$ cat config.mk
export PLATFORM = sky130hd
export DESIGN_NAME = length_prefixed_deframer
export DESIGN_NICKNAME = d
export VERILOG_FILES = /design/src/sv/lpd_pkg.sv /design/src/sv/lpd_front.sv /design/src/sv/lpd_queue.sv /design/src/sv/lpd_back.sv /design/src/sv/length_prefixed_deframer.sv
export SDC_FILE = /design/constraint.sdc
export NUM_CORES = 1
export LEC_CHECK = 0
export ABC_AREA = 1
export BUFFER_PORTS_ARGS = -buffer_cell sky130_fd_sc_hd__buf_2
export CAP_MARGIN = 20
export CELL_PAD_IN_SITES_DETAIL_PLACEMENT = 1
export CELL_PAD_IN_SITES_GLOBAL_PLACEMENT = 1
export CORE_MARGIN = 10
export CORE_UTILIZATION = 45
export CTS_BUF_LIST = sky130_fd_sc_hd__clkbuf_4
export CTS_CLUSTER_SIZE = 8
export DETAILED_ROUTE_END_ITERATION = 7
export GPL_TIMING_DRIVEN = 0
export PLACE_DENSITY_LB_ADDON = 0.12
export REMOVE_ABC_BUFFERS = 1
export SLEW_MARGIN = 15
export SYNTH_ARGS = -nofsm -noshare
export SYNTH_HDL_FRONTEND = slang
export SYNTH_SLANG_ARGS = --single-unit
$ cat constraint.sdc
create_clock -name clk_i -period 8.9 [get_ports clk_i]
set_input_delay 0 -clock clk_i [delete_from_list [all_inputs] [get_ports clk_i]]
set_output_delay 0 -clock clk_i [all_outputs]
set_load 0.01 [all_outputs]
$ cat src/sv/lpd_pkg.sv
package lpd_pkg;

  // Header size in bytes; the length field must lie inside it.
  localparam int unsigned PREVIEW_BYTES = 8;
  localparam int unsigned HDR_IDX_W     = $clog2(PREVIEW_BYTES);

  // Accepted control bytes and where each keeps its length field.
  localparam logic [7:0]  CTRL_LEN_AT_3 = 8'h09;
  localparam logic [7:0]  CTRL_LEN_AT_1 = 8'h0A;
  localparam int unsigned LEN_OFF_A     = 3;
  localparam int unsigned LEN_OFF_B     = 1;

  localparam logic [31:0] MAX_LEN_RESET = 32'd1048576;

  typedef enum logic [1:0] {
    ST_DATA    = 2'd0,
    ST_UNKNOWN = 2'd1,
    ST_SHORT   = 2'd2,
    ST_LONG    = 2'd3
  } status_e;

  typedef enum logic [1:0] {
    PH_WAIT   = 2'd0,
    PH_HEADER = 2'd1,
    PH_BODY   = 2'd2,
    PH_CLOSED = 2'd3
  } phase_e;

  typedef enum logic {
    ENT_SINGLE = 1'b0,
    ENT_BURST  = 1'b1
  } entry_kind_e;

  typedef struct packed {
    logic       action;
    logic [7:0] rx_byte;
  } in_t;

  typedef struct packed {
    logic [7:0]  data_byte;
    logic        first_of_message;
    logic        last_of_message;
    logic [31:0] message_length;
    logic [1:0]  status;
  } out_t;

  typedef logic [PREVIEW_BYTES-1:0][7:0] hdr_t;

  // One queued job: a single result, or a whole header to be played out.
  typedef struct packed {
    entry_kind_e kind;
    out_t        res;
    hdr_t        hdr;
  } entry_t;

  // Request from the front part into the queue.
  typedef struct packed {
    logic   push;
    entry_t entry;
  } push_t;

endpackage

$ cat src/sv/lpd_front.sv
module lpd_front (
  input  logic           clk_i,
  input  logic           rst_ni,
  input  logic           cfg_we_i,
  input  logic [31:0]    cfg_wdata_i,
  input  logic           accept_i,
  input  lpd_pkg::in_t   in_data_i,
  output lpd_pkg::push_t push_o
);
  import lpd_pkg::*;

  phase_e                 phase_q, phase_d;
  logic [HDR_IDX_W-1:0]   cnt_q, cnt_d;
  logic [31:0]            total_q, total_d;
  logic [31:0]            done_q, done_d;
  logic [31:0]            max_q;
  hdr_t                   hdr_q;
  hdr_t                   hdr_next;
  logic                   hdr_we;
  logic [HDR_IDX_W-1:0]   hdr_idx;
  logic [31:0]            dec_len;
  logic [31:0]            done_inc;
  logic                   hdr_last;
  logic                   is_ctrl;

  // Configured maximum message length.
  always_ff @(posedge clk_i or negedge rst_ni) begin
    if (!rst_ni) begin
      max_q <= MAX_LEN_RESET;
    end else if (cfg_we_i) begin
      max_q <= cfg_wdata_i;
    end
  end

  // Header as it looks with the current byte written in.
  always_comb begin
    hdr_next = hdr_q;
    for (int k = 0; k < PREVIEW_BYTES; k++) begin
      if (HDR_IDX_W'(k) == cnt_q) begin
        hdr_next[k] = in_data_i.rx_byte;
      end
    end
  end

  // Big-endian length field, placed by the control byte.
  always_comb begin
    if (hdr_q[0] == CTRL_LEN_AT_3) begin
      dec_len = {hdr_next[LEN_OFF_A], hdr_next[LEN_OFF_A+1],
                 hdr_next[LEN_OFF_A+2], hdr_next[LEN_OFF_A+3]};
    end else begin
      dec_len = {hdr_next[LEN_OFF_B], hdr_next[LEN_OFF_B+1],
                 hdr_next[LEN_OFF_B+2], hdr_next[LEN_OFF_B+3]};
    end
  end

  assign hdr_last = (cnt_q == HDR_IDX_W'(PREVIEW_BYTES - 1));
  assign is_ctrl  = (in_data_i.rx_byte == CTRL_LEN_AT_3) ||
                    (in_data_i.rx_byte == CTRL_LEN_AT_1);
  assign done_inc = done_q + 32'd1;
  assign hdr_idx  = (phase_q == PH_WAIT) ? '0 : cnt_q;

  // Phase register and receive counters.
  always_ff @(posedge clk_i or negedge rst_ni) begin
    if (!rst_ni) begin
      phase_q <= PH_WAIT;
      cnt_q   <= '0;
      total_q <= '0;
      done_q  <= '0;
    end else begin
      phase_q <= phase_d;
      cnt_q   <= cnt_d;
      total_q <= total_d;
      done_q  <= done_d;
    end
  end

  // Header buffer; entries are always written before they are decoded.
  always_ff @(posedge clk_i) begin
    if (hdr_we) begin
      hdr_q[hdr_idx] <= in_data_i.rx_byte;
    end
  end

  // Classify each accepted byte and queue the job it calls for.
  always_comb begin
    phase_d = phase_q;
    cnt_d   = cnt_q;
    total_d = total_q;
    done_d  = done_q;
    hdr_we  = 1'b0;
    push_o  = '0;
    push_o.entry.kind = ENT_SINGLE;
    push_o.entry.hdr  = hdr_next;

    if (accept_i) begin
      if (in_data_i.action) begin
        phase_d = PH_WAIT;
        cnt_d   = '0;
        total_d = '0;
        done_d  = '0;
      end else begin
        case (phase_q)
          PH_WAIT: begin
            if (is_ctrl) begin
              hdr_we  = 1'b1;
              cnt_d   = HDR_IDX_W'(1);
              phase_d = PH_HEADER;
            end else begin
              push_o.push                       = 1'b1;
              push_o.entry.res.data_byte        = in_data_i.rx_byte;
              push_o.entry.res.last_of_message  = 1'b1;
              push_o.entry.res.status           = ST_UNKNOWN;
            end
          end
          PH_HEADER: begin
            hdr_we = 1'b1;
            cnt_d  = cnt_q + HDR_IDX_W'(1);
            if (hdr_last) begin
              cnt_d                            = '0;
              total_d                          = dec_len;
              push_o.push                      = 1'b1;
              push_o.entry.res.message_length  = dec_len;
              push_o.entry.res.last_of_message = 1'b1;
              if (dec_len < 32'(PREVIEW_BYTES)) begin
                push_o.entry.res.status = ST_SHORT;
                phase_d                 = PH_CLOSED;
              end else if (dec_len > max_q) begin
                push_o.entry.res.status = ST_LONG;
                phase_d                 = PH_CLOSED;
              end else begin
                push_o.entry.kind                = ENT_BURST;
                push_o.entry.res.status          = ST_DATA;
                push_o.entry.res.last_of_message = (dec_len == 32'(PREVIEW_BYTES));
                if (dec_len == 32'(PREVIEW_BYTES)) begin
                  phase_d = PH_WAIT;
                  total_d = '0;
                  done_d  = '0;
                end else begin
                  phase_d = PH_BODY;
                  done_d  = 32'(PREVIEW_BYTES);
                end
              end
            end
          end
          PH_BODY: begin
            done_d                          = done_inc;
            push_o.push                     = 1'b1;
            push_o.entry.res.data_byte      = in_data_i.rx_byte;
            push_o.entry.res.message_length = total_q;
            push_o.entry.res.status         = ST_DATA;
            if (done_inc >= total_q) begin
              push_o.entry.res.last_of_message = 1'b1;
              phase_d = PH_WAIT;
              total_d = '0;
              done_d  = '0;
            end
          end
          default: begin
            // Closed channel: bytes are ignored until a link reset.
          end
        endcase
      end
    end
  end

endmodule

$ cat src/sv/lpd_queue.sv
module lpd_queue (
  input  logic            clk_i,
  input  logic            rst_ni,
  input  lpd_pkg::push_t  push_i,
  output logic            full_o,
  input  logic            pop_i,
  output logic            valid_o,
  output lpd_pkg::entry_t head_o
);
  import lpd_pkg::*;

  entry_t     mem_q [2];
  logic       wr_ptr_q;
  logic       rd_ptr_q;
  logic [1:0] count_q;
  logic       do_push;
  logic       do_pop;

  assign full_o  = (count_q == 2'd2);
  assign valid_o = (count_q != 2'd0);
  assign head_o  = mem_q[rd_ptr_q];
  assign do_push = push_i.push && !full_o;
  assign do_pop  = pop_i && valid_o;

  // Two-entry storage.
  always_ff @(posedge clk_i) begin
    if (do_push) begin
      mem_q[wr_ptr_q] <= push_i.entry;
    end
  end

  // Pointers and fill count.
  always_ff @(posedge clk_i or negedge rst_ni) begin
    if (!rst_ni) begin
      wr_ptr_q <= 1'b0;
      rd_ptr_q <= 1'b0;
      count_q  <= 2'd0;
    end else begin
      if (do_push) begin
        wr_ptr_q <= !wr_ptr_q;
      end
      if (do_pop) begin
        rd_ptr_q <= !rd_ptr_q;
      end
      if (do_push && !do_pop) begin
        count_q <= count_q + 2'd1;
      end else if (do_pop && !do_push) begin
        count_q <= count_q - 2'd1;
      end
    end
  end

endmodule

$ cat src/sv/lpd_back.sv
module lpd_back (
  input  logic            clk_i,
  input  logic            rst_ni,
  input  logic            head_valid_i,
  input  lpd_pkg::entry_t head_i,
  output logic            pop_o,
  output logic            out_valid_o,
  input  logic            out_ready_i,
  output lpd_pkg::out_t   out_data_o
);
  import lpd_pkg::*;

  logic [HDR_IDX_W-1:0] idx_q, idx_d;
  logic                 out_valid_q;
  out_t                 out_q;
  out_t                 res;
  logic                 load;
  logic                 idx_end;

  assign load        = head_valid_i && (!out_valid_q || out_ready_i);
  assign idx_end     = (idx_q == HDR_IDX_W'(PREVIEW_BYTES - 1));
  assign out_valid_o = out_valid_q;
  assign out_data_o  = out_q;

  // Form the next result; a header job stays at the head until its last byte.
  always_comb begin
    res   = head_i.res;
    pop_o = 1'b0;
    idx_d = idx_q;
    case (head_i.kind)
      ENT_BURST: begin
        res.data_byte        = head_i.hdr[idx_q];
        res.first_of_message = (idx_q == '0);
        res.last_of_message  = head_i.res.last_of_message && idx_end;
        if (load) begin
          if (idx_end) begin
            pop_o = 1'b1;
            idx_d = '0;
          end else begin
            idx_d = idx_q + HDR_IDX_W'(1);
          end
        end
      end
      default: begin
        pop_o = load;
      end
    endcase
  end

  // Output register valid and header position.
  always_ff @(posedge clk_i or negedge rst_ni) begin
    if (!rst_ni) begin
      out_valid_q <= 1'b0;
      idx_q       <= '0;
    end else begin
      idx_q <= idx_d;
      if (load) begin
        out_valid_q <= 1'b1;
      end else if (out_ready_i) begin
        out_valid_q <= 1'b0;
      end
    end
  end

  // Output payload.
  always_ff @(posedge clk_i) begin
    if (load) begin
      out_q <= res;
    end
  end

endmodule

$ cat src/sv/length_prefixed_deframer.sv
// Length-prefixed message deframer. One request (a received byte or a link
// reset) is taken per cycle whenever the two-entry job queue between the
// receive front and the output back has room; results leave one per cycle
// through a registered output while out_ready_i is high. A completed valid
// header becomes a single queued job that the back plays out as
// PREVIEW_BYTES results; body bytes, drops and errors give one result each.
// An error closes the channel until a link reset. The user must write
// max_message_length through cfg_we_i/cfg_wdata_i only while the block is
// idle; the block itself does not enforce this. No clearing pass follows reset.
module length_prefixed_deframer (
  input  logic          clk_i,
  input  logic          rst_ni,
  input  logic          cfg_we_i,
  input  logic [31:0]   cfg_wdata_i,
  input  logic          in_valid_i,
  output logic          in_ready_o,
  input  lpd_pkg::in_t  in_data_i,
  output logic          out_valid_o,
  input  logic          out_ready_i,
  output lpd_pkg::out_t out_data_o
);
  import lpd_pkg::*;

  push_t  push;
  entry_t head;
  logic   q_full;
  logic   q_valid;
  logic   q_pop;

  assign in_ready_o = !q_full;

  lpd_front u_front (
    .clk_i       (clk_i),
    .rst_ni      (rst_ni),
    .cfg_we_i    (cfg_we_i),
    .cfg_wdata_i (cfg_wdata_i),
    .accept_i    (in_valid_i && in_ready_o),
    .in_data_i   (in_data_i),
    .push_o      (push)
  );

  lpd_queue u_queue (
    .clk_i   (clk_i),
    .rst_ni  (rst_ni),
    .push_i  (push),
    .full_o  (q_full),
    .pop_i   (q_pop),
    .valid_o (q_valid),
    .head_o  (head)
  );

  lpd_back u_back (
    .clk_i        (clk_i),
    .rst_ni       (rst_ni),
    .head_valid_i (q_valid),
    .head_i       (head),
    .pop_o        (q_pop),
    .out_valid_o  (out_valid_o),
    .out_ready_i  (out_ready_i),
    .out_data_o   (out_data_o)
  );

endmodule

After elaboration in Yosys (flattened, before gate mapping)
Memory sizes are Yosys's and may differ from the RTL's. Index checks and enable logic that the tools add are counted. Widths: inputs -> output; s select.

Add/subtract/negate cells: 5. $lt $le $gt $ge: 6. Equal/unequal tests: 21. Multiplexer cells: 78. Reduce and logical (&&, ||, !) cells: 30.

Operators with widths (count): $mux 32 (12); $pmux 32 s2 (3); $mux 35 (3); $mux 8 (11); $bwmux 64 (1); $add 32x1->32 const B (1); $eq 32x4->1 const B (1); $ge 32x32->1 (1); $gt 32x32->1 (1); $lt 32x4->1 const B (1); $mux 10 (3); $bmux 8 s3 (1); $demux 8 s3 (1); $eq 8x4->1 const B (3); $mux 2 (12); $mux 1 (18); $pmux 8 s2 (1); $mux 3 (5); $eq 3x3->1 const A (4); $reduce_and 5->1 (2); $ne 3x2->1 const B (3); $logic_and 1x1->1 (8); $lt 3x4->1 const B (2); $add 3x1->3 const B (2); other kinds (25) (40).

Register bits after elaboration: 217. Memory bits (writable): 216. Bits of input ports: 46. Output and inout port bits: 46. Memories kept: 1.

Memory list: u_queue.mem_q (words 2, width 108, rd ports 1, clocked after Yosys merged registers in 0, write ports 1, line lpd_queue.sv:12) `entry_t mem_q [2];`.

Logic depth before layout (Yosys ltp)
Depth after elaboration: 15. Mapped depth: 27.

Modules after synthesis
From an unflattened synthesis, not the netlist that was laid out.

Cell total of the unflattened synthesis: 2325. Area total of the unflattened synthesis: 21679.5 µm².

Modules (own cells, without submodules): lpd_front (instances 1, cells each 1467, area each 11120.7 µm²); lpd_queue (instances 1, cells each 601, area each 8189.1 µm²); lpd_back (instances 1, cells each 254, area each 2356.0 µm²); length_prefixed_deframer (instances 1, cells each 3, area each 13.8 µm²).

Least setup slack after synthesis
No wires, ideal clock.

Kind: reg2reg. Start: register u_front.phase_q[0]. End: memory u_queue.mem_q[1][0] in the netlist's numbering, enable pin. Arrival: 5.683 ns. Data required time: 8.322 ns. Path slack: 2.639 ns. Cell stages (with the launch flop): 8. Path buffers: 1. Period minus slack after synthesis: 6.261 ns. Cell sequence: dfrtp_1 -> inv_1 -> ha_1 -> buf_2 -> clkinv_1 -> nand2_1 -> o21ai_0 -> nor2_1.

Longest elaborated chain between the ends: 7.

Ends and longest elaborated chain: start: declaration (line lpd_front.sv:12) `phase_e phase_q, phase_d;`; start signal: assignment (line lpd_front.sv:70) `phase_q <= phase_d;`; $eq 2x2->1 (tied with other cells) (line lpd_front.sv:102) `case (phase_q)`; $pmux 1 s3 * (line lpd_front.sv:102); $mux 10 * (line lpd_front.sv:96) `if (in_data_i.action) begin`; $mux 10 * (line lpd_front.sv:95) `if (accept_i) begin`; $logic_and 1x1->1 * (line lpd_queue.sv:22) `assign do_push = push_i.push && !full_o;`; $mux 1 * (line lpd_queue.sv:27) `if (do_push) begin`; $mux 1 (not written as such) * (line lpd_queue.sv:28) `mem_q[wr_ptr_q] <= push_i.entry;`; end: declaration (line lpd_queue.sv:12).

Mark *: on every way between the ends. The rest lies on a longest branch, timed or not.

Worst setup path in the final report
Start: register u_front.hdr_q[7] in the netlist's numbering. End: register u_front.done_q[12].

Longest elaborated chain between the ends: 5.

Ends and longest elaborated chain: start: declaration (line lpd_front.sv:17) `hdr_t hdr_q;`; start signal: indexed assignment (line lpd_front.sv:80) `hdr_q[hdr_idx] <= in_data_i.rx_byte;`; $eq 8x4->1 * (line lpd_front.sv:47) `if (hdr_q[0] == CTRL_LEN_AT_3) begin`; $mux 32 * (line lpd_front.sv:47); $lt 32x4->1 or $gt 32x32->1 (tied branches) (line lpd_front.sv:124, lpd_front.sv:127); $ne 3x3->1 (no line); $reduce_and 5->1 (no line) *; end signal: assignment (line lpd_front.sv:73) `done_q <= done_d;`; end: declaration (line lpd_front.sv:15) `logic [31:0] done_q, done_d;`.

Marked as above. A chain may end at the register's enable or synchronous reset.

==> results.cfg <==
[run_status]
status = finished clean

[power_and_ir_drop]
p_int_uw = 4230
p_seq_share_pct = 41.9
vdd_ir_drop_max_mv = 0.311
p_clk_share_pct = 27.0
power.density_nw_per_um2 = 269
power_switching_uw = 2600
power_uw = 6840
swShare_pct = 38.1
power.leakage_uw = 0.0109
combPwrFrac_pct = 31.2

[sta]
final_max_slew_viol_count = 0
grt_setup_unrepaired = false
skew_ns = 0.0564
min_period_over_period_pct = 63.5
setup_violations = 0
slew_headroom_pct = 23.8
hold_viol = 0
setup_tns_ns = 0
period_needed_ns = 5.65
max_slew.worst_pin.slew_ns = 1.13
fmax_mhz = 177

[detailed_routing]
first_pass_iters = 5
detail-route-antenna-nets = 0
routed_wl_um = 71800
drtIter0Drc = 1411
drc = 0
wl_per_cell_um = 22.1
viasPerCell = 5.44
vias = 17600

[floorplan]
die_height_um = 237
rows = 79
core_um2 = 46600
io_pins = 92
start_util_pct = 45.5
die_w_um = 237
die_area_um2 = 56100

[clocking]
cts_buffers = 116
root_buffer = clkbuf_4
insertion_delay_ns = 0.90
cts_tree = yes
post_cts_resized = 0
htree_levels = 3
cts.clk_slew.worst_paths_ns = 0.07
cts.sinks = 433
clockBufferDepth = 3

[cells_and_area]
multi_input_area_um2 = 7330
areaGrowthSynthToFinish_pct = 20.2
mostFrequentLayoutCell = nand2_1
seq_area_um2 = 12500
drive_gt1_share_pct = 13.4
nets = 2671
final_util_pct = 54.7
fin_area_um2 = 25500
fillers = 5331
mostFrequentLayoutCells = nand2_1, edfxtp_1, inv_1

[flow_run]
maxCapViolCount = 0

[global_routing]
grt_pass1_vias = 18900
track_usage_pct = 25.4
antenna_found_initial = 2
overflow = 0
grt_first_pass_wirelength_um = 111000
grt_max_degree = 93

[placement]
gp_congestion = 0.853
dpl.hpwl_um = 46200
port_buffers = 91
post_dp_cell_area_um2 = 22500

[critical_path]
worstPathArrival_ns = 6.44
crit_fanout = 38
crit_path_frequent_cell = nand2_1
startpoint = u_front.hdr_q[7]
path_buf_inv = 3
endpoint_kind = register
critical_path.top_delay_family = simple AND/OR/NAND/NOR gates
cp.required_ns = 9.69
worstSetupPathType = reg2reg
cpPeakStageDelay_ns = 1.10
crit_chain = inv_1 > nand2_1 > nor2_4 > nand2_2 > o21ai_1 > ha_1 > nand2_1 > inv_1 > nor2_1 > o21a_1 > nand2_1 > nand2_1 > nand2_1 > nand2_1 > nand2_1 > nand2_1 > nand2_2 > a21oi_4 > buf_8 > nand2_1 > nand2_1
worst_setup_path_start_kind = register
cp_slowest_cell = o21ai_1
rr_startpoint = u_front.hdr_q[7]

[yosys]
syn_area_um2 = 21200
syn-mean-instance-area_um2 = 9.33
ys_ff_latch = 433
ys_types = 42
synthCells = 2271
yosysWarnings = 0
yosysSeqAreaShare_pct = 58.8

[worst_hold_path]
min_from = in_data_i[7]
hold_path_class = in2reg
[worst reg2reg max path, stage by stage, from the launching register on]
cell	delay (ns)
edfxtp_1	0.40
inv_1	0.14
nand2_1	0.11
nor2_4	0.75
nand2_2	0.77
o21ai_1	1.13
ha_1	0.41
nand2_1	0.07
inv_1	0.03
nor2_1	0.10
o21a_1	0.13
nand2_1	0.17
nand2_1	0.11
nand2_1	0.05
nand2_1	0.06
nand2_1	0.06
nand2_1	0.10
nand2_2	0.13
a21oi_4	0.47
buf_8	0.24
nand2_1	0.09
nand2_1	0.07
[per-layer routing]
| metal | global-route usage [%] | routed length (um) |
|---|---|---|
| met2 | 41.3 | 34000 |
| met3 | 5.60 | 4830 |
| met5 | 0 | 0 |
| met1 | 32.9 | 31100 |
| met4 | 9.09 | 1850 |
[sequential cells by signal, indices dropped and copies added (netlist names)]
name and count:
u_back.idx_q 3, u_back.out_data_o 44, u_back.out_valid_o 1, u_front.cnt_q 3, u_front.done_q 32, u_front.hdr_q 64, u_front.max_q 32, u_front.phase_q 2
u_front.total_q 32, u_queue.count_q 2, u_queue.mem_q 216, u_queue.rd_ptr_q 1, u_queue.wr_ptr_q 1
[cell families (layout without fill, tap and decap cells)]
kind of cell | count (synthesis) | after routing | share of synthesized area [%]
and+or+nand+nor | 1019 | 1019 | 19.5
DFF | 433 | 433 | 58.8
buffers and inverters | 369 | 734 | 6.88
AOI/OAI and AO/OA | 342 | 342 | 8.87
adders and majority gates | 79 | 79 | 4.67
xor gates and xnor gates | 28 | 28 | 1.16
muxes | 1 | 1 | 0.0532
other | 0 | 2 | 0
[area by class of cell]
| class | instances | share of cell area [%] |
|---|---|---|
| inverter | 269 | 3.99 |
| timing repair buffer | 257 | 9.26 |
| clock buffer | 187 | 5.52 |
| tap | 607 | 2.98 |
| antenna | 2 | 0.0197 |
| sequential | 433 | 49.0 |
| multi-input combinational | 1469 | 28.8 |
| clock inverter | 21 | 0.462 |
[path summary, 6_finish.rpt]
path	end	slack (ns)	depth (start not counted)
min in group asynchronous	u_back.out_valid_o	0.15	4
hold reg to reg	u_back.out_data_o[4]	0.51	2
setup / recovery	u_front.done_q[12]	3.25	21
max in group asynchronous	u_front.done_q[20]	8.00	5
hold / removal	u_front.hdr_q[39]	0.08	2
setup reg to reg	u_front.done_q[12]	3.25	21
[per-stage QoR]
step / cells / setup slack [ns] / hold WS [ns]
6_report: 3245 / 3.25 / 0.0804
5_1_grt: 3245 / 3.02 / 0.0752
4_1_cts: 3243 / 3.50 / 0.00732
3_5_place_dp: 2891 / 3.53 / -0.0631
3_3_place_gp: 2869 / -3.38 / 0.197
2_1_floorplan: 2171 / 1.40 / -0.296
[synth_stat cells]
master	number	area share [%]
o21bai_1	2	0.071
a211oi_1	4	0.14
xnor2_1	14	0.58
a21oi_1	66	1.6
clkbuf_1	70	1.2
nand2_1	649	12
o221ai_1	16	0.66
buf_2	13	0.31
clkinv_1	3	0.053
nor2_2	4	0.12
o31ai_1	1	0.035
dfstp_2	1	0.12
nand4_1	32	0.95
mux2_2	1	0.053
ha_1	79	4.7
nand2_4	1	0.053
a21oi_2	1	0.041
o21ai_0	184	4.3
buf_1	8	0.14
a31oi_1	8	0.24
a21boi_0	1	0.035
nor3_1	34	0.80
nor4_1	13	0.38
a21boi_1	1	0.035
o22ai_1	25	0.74
o21a_1	6	0.21
or2_2	3	0.089
o211ai_1	1	0.035
nand3b_1	1	0.035
inv_1	263	4.7
buf_4	3	0.11
o21ai_1	20	0.47
edfxtp_1	324	46
nand2_2	9	0.27
inv_2	3	0.053
xor2_1	14	0.58
nand3_1	87	2.1
a21o_1	1	0.035
nor2_1	186	3.3
dfrtp_1	108	13
buf_6	6	0.32
o21ai_2	5	0.21
[timing repair]
| action | CTS | global route |
|---|---|---|
| hold buffers | 144 | 0 |
| setup buffers | 0 | 0 |
| hold endpoints to repair | 393 | 0 |
[power by group through the flow]
stage	Combinational [uW]	Clock (uW)	Sequential [uW]
6_report	2130	1840	2860
5_1_grt	2360	1990	2890
3_5_place_dp	2030	0	2890
4_1_cts	2100	1870	2850
2_1_floorplan	1080	0	2900
3_3_place_gp	1820	0	2960
No activity file was read; power rests on OpenSTA's default activity.
